File: config.mk
export PLATFORM = sky130hd
export DESIGN_NAME = pmr_ctrl
export DESIGN_NICKNAME = d
export VERILOG_FILES = /design/src/rtl/core/pmr_pkg.sv /design/src/rtl/core/pmr_ctrl.sv
export VERILOG_INCLUDE_DIRS = /design/src /design/src/rtl/core
export SDC_FILE = /design/constraint.sdc
export NUM_CORES = 1
export LEC_CHECK = 0
export ABC_AREA = 1
export BUFFER_PORTS_ARGS = -buffer_cell sky130_fd_sc_hd__buf_2
export CAP_MARGIN = 15
export CORE_MARGIN = 5
export CORE_UTILIZATION = 35
export DETAILED_ROUTE_END_ITERATION = 8
export SYNTH_ARGS = -nofsm -noshare
export SYNTH_HDL_FRONTEND = slang
export SYNTH_SLANG_ARGS = --single-unit
File: constraint.sdc
create_clock -name clk -period 1.8 [get_ports clk]
set_input_delay 0.18 -clock clk [delete_from_list [all_inputs] [get_ports clk]]
set_output_delay 0.18 -clock clk [all_outputs]
set_load 0.03 [all_outputs]
File: src/rtl/core/point_mass_repulsion_step_unit_macros.svh
// ----------------------------------------------------------------------------
// Assertion macros for the point mass repulsion step unit
// Shared concurrent assertion forms used by the controller and top level.
// ----------------------------------------------------------------------------
`ifndef POINT_MASS_REPULSION_STEP_UNIT_MACROS_SVH
`define POINT_MASS_REPULSION_STEP_UNIT_MACROS_SVH

// implication checked on every clock edge outside reset
`define PMR_ASSERT_IMP(lbl, ante, cons) \
  lbl: assert property (@(posedge clk) disable iff (rst) (ante) |-> (cons)) \
    else $error("assertion failed");

// next-cycle implication
`define PMR_ASSERT_NXT(lbl, ante, cons) \
  lbl: assert property (@(posedge clk) disable iff (rst) (ante) |=> (cons)) \
    else $error("assertion failed");

`endif

File: src/rtl/core/pmr_pkg.sv
// ----------------------------------------------------------------------------
// pmr_pkg
// Types, constants and command encodings for the point mass repulsion step.
// ----------------------------------------------------------------------------
package pmr_pkg;

  localparam int DEF_FRAC_BITS = 16;
  localparam int CFG_W = 31;
  localparam int IDX_W = 3;

  // register indexes
  localparam logic [IDX_W-1:0] REG_OBS_X   = 3'd0;
  localparam logic [IDX_W-1:0] REG_OBS_Y   = 3'd1;
  localparam logic [IDX_W-1:0] REG_DAMP    = 3'd2;
  localparam logic [IDX_W-1:0] REG_INV_M   = 3'd3;
  localparam logic [IDX_W-1:0] REG_STEP    = 3'd4;
  localparam logic [IDX_W-1:0] REG_GAIN    = 3'd5;
  localparam logic [IDX_W-1:0] REG_RADIUS  = 3'd6;
  localparam logic [IDX_W-1:0] REG_PUSH    = 3'd7;

  // controller states
  typedef enum logic [3:0] {
    ST_IDLE, ST_PREP, ST_SQRT, ST_REPCHK, ST_DIVD, ST_DIVR, ST_GAIN,
    ST_DIVM, ST_COMPX, ST_COMPY, ST_AXIS, ST_OUT
  } state_t;

  // datapath command
  typedef struct packed {
    logic load;      // capture item, apply home and pushes
    logic prep;      // compute dx, dy, squared distance
    logic sqrt_go;
    logic divd_go;   // 2^2F / D
    logic divr_go;   // 2^2F / R
    logic gain;      // t and q
    logic divm_go;   // t<<F / q
    logic compx_go;
    logic compy_go;
    logic axis;      // advance axis step sequence
    logic commit;
  } cmd_t;

  typedef struct packed {
    logic busy;      // iterative unit running
    logic rep_ok;    // repulsion applies
    logic axis_done;
  } sts_t;

endpackage

File: src/rtl/core/pmr_ctrl.sv
// ----------------------------------------------------------------------------
// pmr_ctrl
// Sequencer that steps the datapath through one simulation tick.
// ----------------------------------------------------------------------------
`include "point_mass_repulsion_step_unit_macros.svh"
module pmr_ctrl
  import pmr_pkg::*;
(
  input  logic clk,
  input  logic rst,
  input  logic in_fire,
  input  logic has_cmd,
  input  logic out_free,
  input  sts_t sts,
  output cmd_t cmd,
  output logic idle,
  output logic out_load
);

  state_t state, state_next;
  logic   go_sent;

  always_ff @(posedge clk) begin
    if (rst) begin
      state <= ST_IDLE;
      go_sent <= 1'b0;
    end else begin
      state <= state_next;
      go_sent <= (state_next == state) && (state != ST_IDLE);
    end
  end

  logic wait_done;
  assign wait_done = go_sent && !sts.busy;

  // next state
  always_comb begin
    state_next = state;
    unique case (state)
      ST_IDLE:   if (in_fire) state_next = ST_PREP;
      ST_PREP:   state_next = ST_SQRT;
      ST_SQRT:   if (wait_done) state_next = ST_REPCHK;
      ST_REPCHK: state_next = sts.rep_ok ? ST_DIVD : ST_AXIS;
      ST_DIVD:   if (wait_done) state_next = ST_DIVR;
      ST_DIVR:   if (wait_done) state_next = ST_GAIN;
      ST_GAIN:   state_next = ST_DIVM;
      ST_DIVM:   if (wait_done) state_next = ST_COMPX;
      ST_COMPX:  if (wait_done) state_next = ST_COMPY;
      ST_COMPY:  if (wait_done) state_next = ST_AXIS;
      ST_AXIS:   if (sts.axis_done) state_next = ST_OUT;
      ST_OUT:    if (!has_cmd || out_free) state_next = ST_IDLE;
      default:   state_next = ST_IDLE;
    endcase
  end

  // outputs
  always_comb begin
    cmd = '0;
    out_load = 1'b0;
    idle = (state == ST_IDLE);
    unique case (state)
      ST_IDLE:   cmd.load = in_fire;
      ST_PREP:   cmd.prep = 1'b1;
      ST_SQRT:   cmd.sqrt_go = !go_sent;
      ST_REPCHK: ;
      ST_DIVD:   cmd.divd_go = !go_sent;
      ST_DIVR:   cmd.divr_go = !go_sent;
      ST_GAIN:   cmd.gain = 1'b1;
      ST_DIVM:   cmd.divm_go = !go_sent;
      ST_COMPX:  cmd.compx_go = !go_sent;
      ST_COMPY:  cmd.compy_go = !go_sent;
      ST_AXIS:   cmd.axis = 1'b1;
      ST_OUT: begin
        cmd.commit = !has_cmd || out_free;
        out_load = has_cmd && out_free;
      end
      default: ;
    endcase
  end

  `PMR_ASSERT_IMP(a_load_idle, cmd.load, state == ST_IDLE)
  `PMR_ASSERT_NXT(a_fire_prep, in_fire && idle, state == ST_PREP)
  `PMR_ASSERT_IMP(a_out_cmd, out_load, has_cmd && cmd.commit)

endmodule

==> impl_metrics.ini <==
[routing]
drt-wirelength-per-cell_um = 10.6
post-route-drc-count = 0
vias_per_cell = 4.88
antenna_left = 0
vias = 757
dr.first_iter.drc_count = 12
wl_mm = 1.64
first_pass_iters = 4

[power]
cellLeakagePower_uw = 0.000475
power.internal_uw = 247
p_comb_frac = 0.354
power_switching_uw = 159
p_sw_frac = 0.392
peakVddDrop_v = 0.000375
power_frac_clock = 0.323
power.density_nw_per_um2 = 570
power_frac_seq = 0.323

[clocking]
cts_made_buffers = 3
cts_tree = yes
h-tree-depth = 1
clkSlewWorstSetupHoldPaths_ns = 0.04
clock_latency_ns = 0.24
postCtsSetupBuffers = 0
ctsResizeCount = 0
cts_buffer_depth = 2
cts_num_sinks = 5
ctsHoldBuffers = 0
cts-root-buf = clkbuf_4

[sta]
rsz0062_at_grt = no
finClkSkew_ns = 0.000130
hold_viol = 0
timing.slew.headroom = 0.756
finalCritPeriodShare = 0.886
worstMarginPinSlew_ns = 0.365
max_freq_mhz = 627
tns_ns = 0
finalSetupViolCount = 0
maxSlewViolCount = 0
fin_crit_ns = 1.59

[floorplan]
dieWidth_um = 50.5
core_region_area_um2 = 1520
die_h_um = 50.5
row_count = 14
die-area_um2 = 2550
num_io_pins = 21
start_util = 0.376

[logic_synthesis]
synth_fp_nets = 124
synth_area_um2 = 573
synthCells = 116
synth_enable_flop_cells = 0
yosys.cell_types.count = 15
synth.most_common_cell = nand2_1
synth-seq-cells = 5
synth_commonest_cells = nand2_1, nor2_1, inv_1, nand3_1, dfxtp_1
yosysSeqAreaShare = 0.175
async_reset_ff_frac = 0
postSynthAreaPerCell_um2 = 4.94
synth_top_area_share = 0.255
synth_top_cell_by_area = nand2_1
synth_ff_type = dfxtp_1
synthTopCellsByArea = nand2_1, dfxtp_1, nor2_1, nand3_1, inv_1
ys_warn_count = 0

[place]
finalWeightedCongestion = 0.860
dp_hpwl_mm = 1.37
place.port_buffers = 20

[finish]
layout.nets = 148
n_fill_cell = 188
drive_above_1_share = 0.209
diodes = 0
utilization = 0.467
syn2layout_area_growth_pct = 24.2

[global_routing]
grt_pass1_wl_mm = 2.65
grt-ovfl-total = 0
grt_use_total = 0.131
grt_max_degree = 9
antenna_found_initial = 0
grt_pass1_vias = 672

[outcome]
status = complete, no violations

[critical_path]
arrival_ns = 1.41
worst-path-max-fanout = 7
r2r-end = go_sent
r2r_start = go_sent
criticalPathCategory = reg -> out
reg2reg_slack_ns = 0.37
reg2regPathDepth = 8
endpoint_kind = output port
crit_path_start_kind = flop
worstPathRequired_ns = 1.62

[hold_path]
hold_start = rst
worstHoldPathCells = 2
hold_class = in -> reg
hold_path_end = state[1]

[job]
drv_cap = 0
-- worst max-delay path, stage by stage (launching register included) --
cell and delay (ns):
dfxtp_1 0.43, inv_1 0.13, nor2_4 0.20, nand2_1 0.07
nor3_1 0.11, buf_2 0.22
-- cells by family after synthesis --
group | Yosys count | synth area share
buffers and inverters | 20 | 0.138
AND/OR/NAND/NOR | 85 | 0.635
AO/OA/AOI/OAI | 6 | 0.0524
flip-flops | 5 | 0.175
-- flip-flops by register name, indices dropped and copies added, names as in the netlist --
register  flops
state         4
go_sent       1
-- metal layers --
layer / up-vias / global-route usage / wire length (µm)
met5: - / 0 / 0
met4: 0 / 0.0383 / 10
met3: 2 / 0.0385 / 82
met2: 16 / 0.225 / 764
met1: 338 / 0.155 / 784
li1: 401 / - / -
-- worst max-delay path by stage --
| stage | from | slack [ns] | endpoint | cells after the start |
|---|---|---|---|---|
| 2_1_floorplan | state[3] | 0.26 | out_load | 4 |
| 3_3_place_gp | go_sent | 0.35 | go_sent | 8 |
| 3_5_place_dp | go_sent | 0.39 | go_sent | 8 |
| 4_1_cts | state[3] | 0.18 | out_load | 5 |
| 5_1_grt | state[0] | 0.09 | out_load | 5 |
| 6_report | state[3] | 0.21 | out_load | 5 |
-- placed cells by master, fill, tap and decap left out, types with 3 or more instances in the layout --
| master | synthesis | layout |
|---|---|---|
| inv_1 | 17 | 17 |
| nand2_1 | 39 | 39 |
| dfxtp_1 | 5 | 5 |
| buf_2 | 0 | 20 |
| a21oi_1 | 4 | 4 |
| nand3_1 | 13 | 13 |
| nor2_1 | 25 | 25 |
| clkbuf_4 | 0 | 3 |
-- power groups by stage --
stage	sequential (µW)	combinational [µW]	clock [µW]
final	131	144	131
after global routing	132	162	148
after CTS	131	144	136
after detailed placement	133	144	0
after global placement	133	145	0
after floorplan	127	112	0
-- metrics by stage --
stage | cells | cell area (µm²) | setup slack (ns) | total power [µW] | hold slack [ns]
floorplan | 116 | 573 | 0.256 | 239 | 0.249
global placement | 151 | 686 | 0.352 | 278 | 0.372
detailed placement | 151 | 686 | 0.386 | 277 | 0.376
CTS | 155 | 712 | 0.183 | 411 | 0.118
global route | 155 | 712 | 0.0931 | 442 | 0.124
finish | 155 | 712 | 0.205 | 406 | 0.125
-- final cells by class --
class / instances / area, µm² / share of cell area
Timing Repair Buffer: 20 / 100 / 0.141
Multi-Input combinational cell: 91 / 394 / 0.554
Tap cell: 16 / 20.0 / 0.0281
Inverter: 19 / 71.3 / 0.100
Sequential cell: 5 / 100 / 0.141
Clock buffer: 4 / 26.3 / 0.0369
No activity file was read; power rests on OpenSTA's default activity.
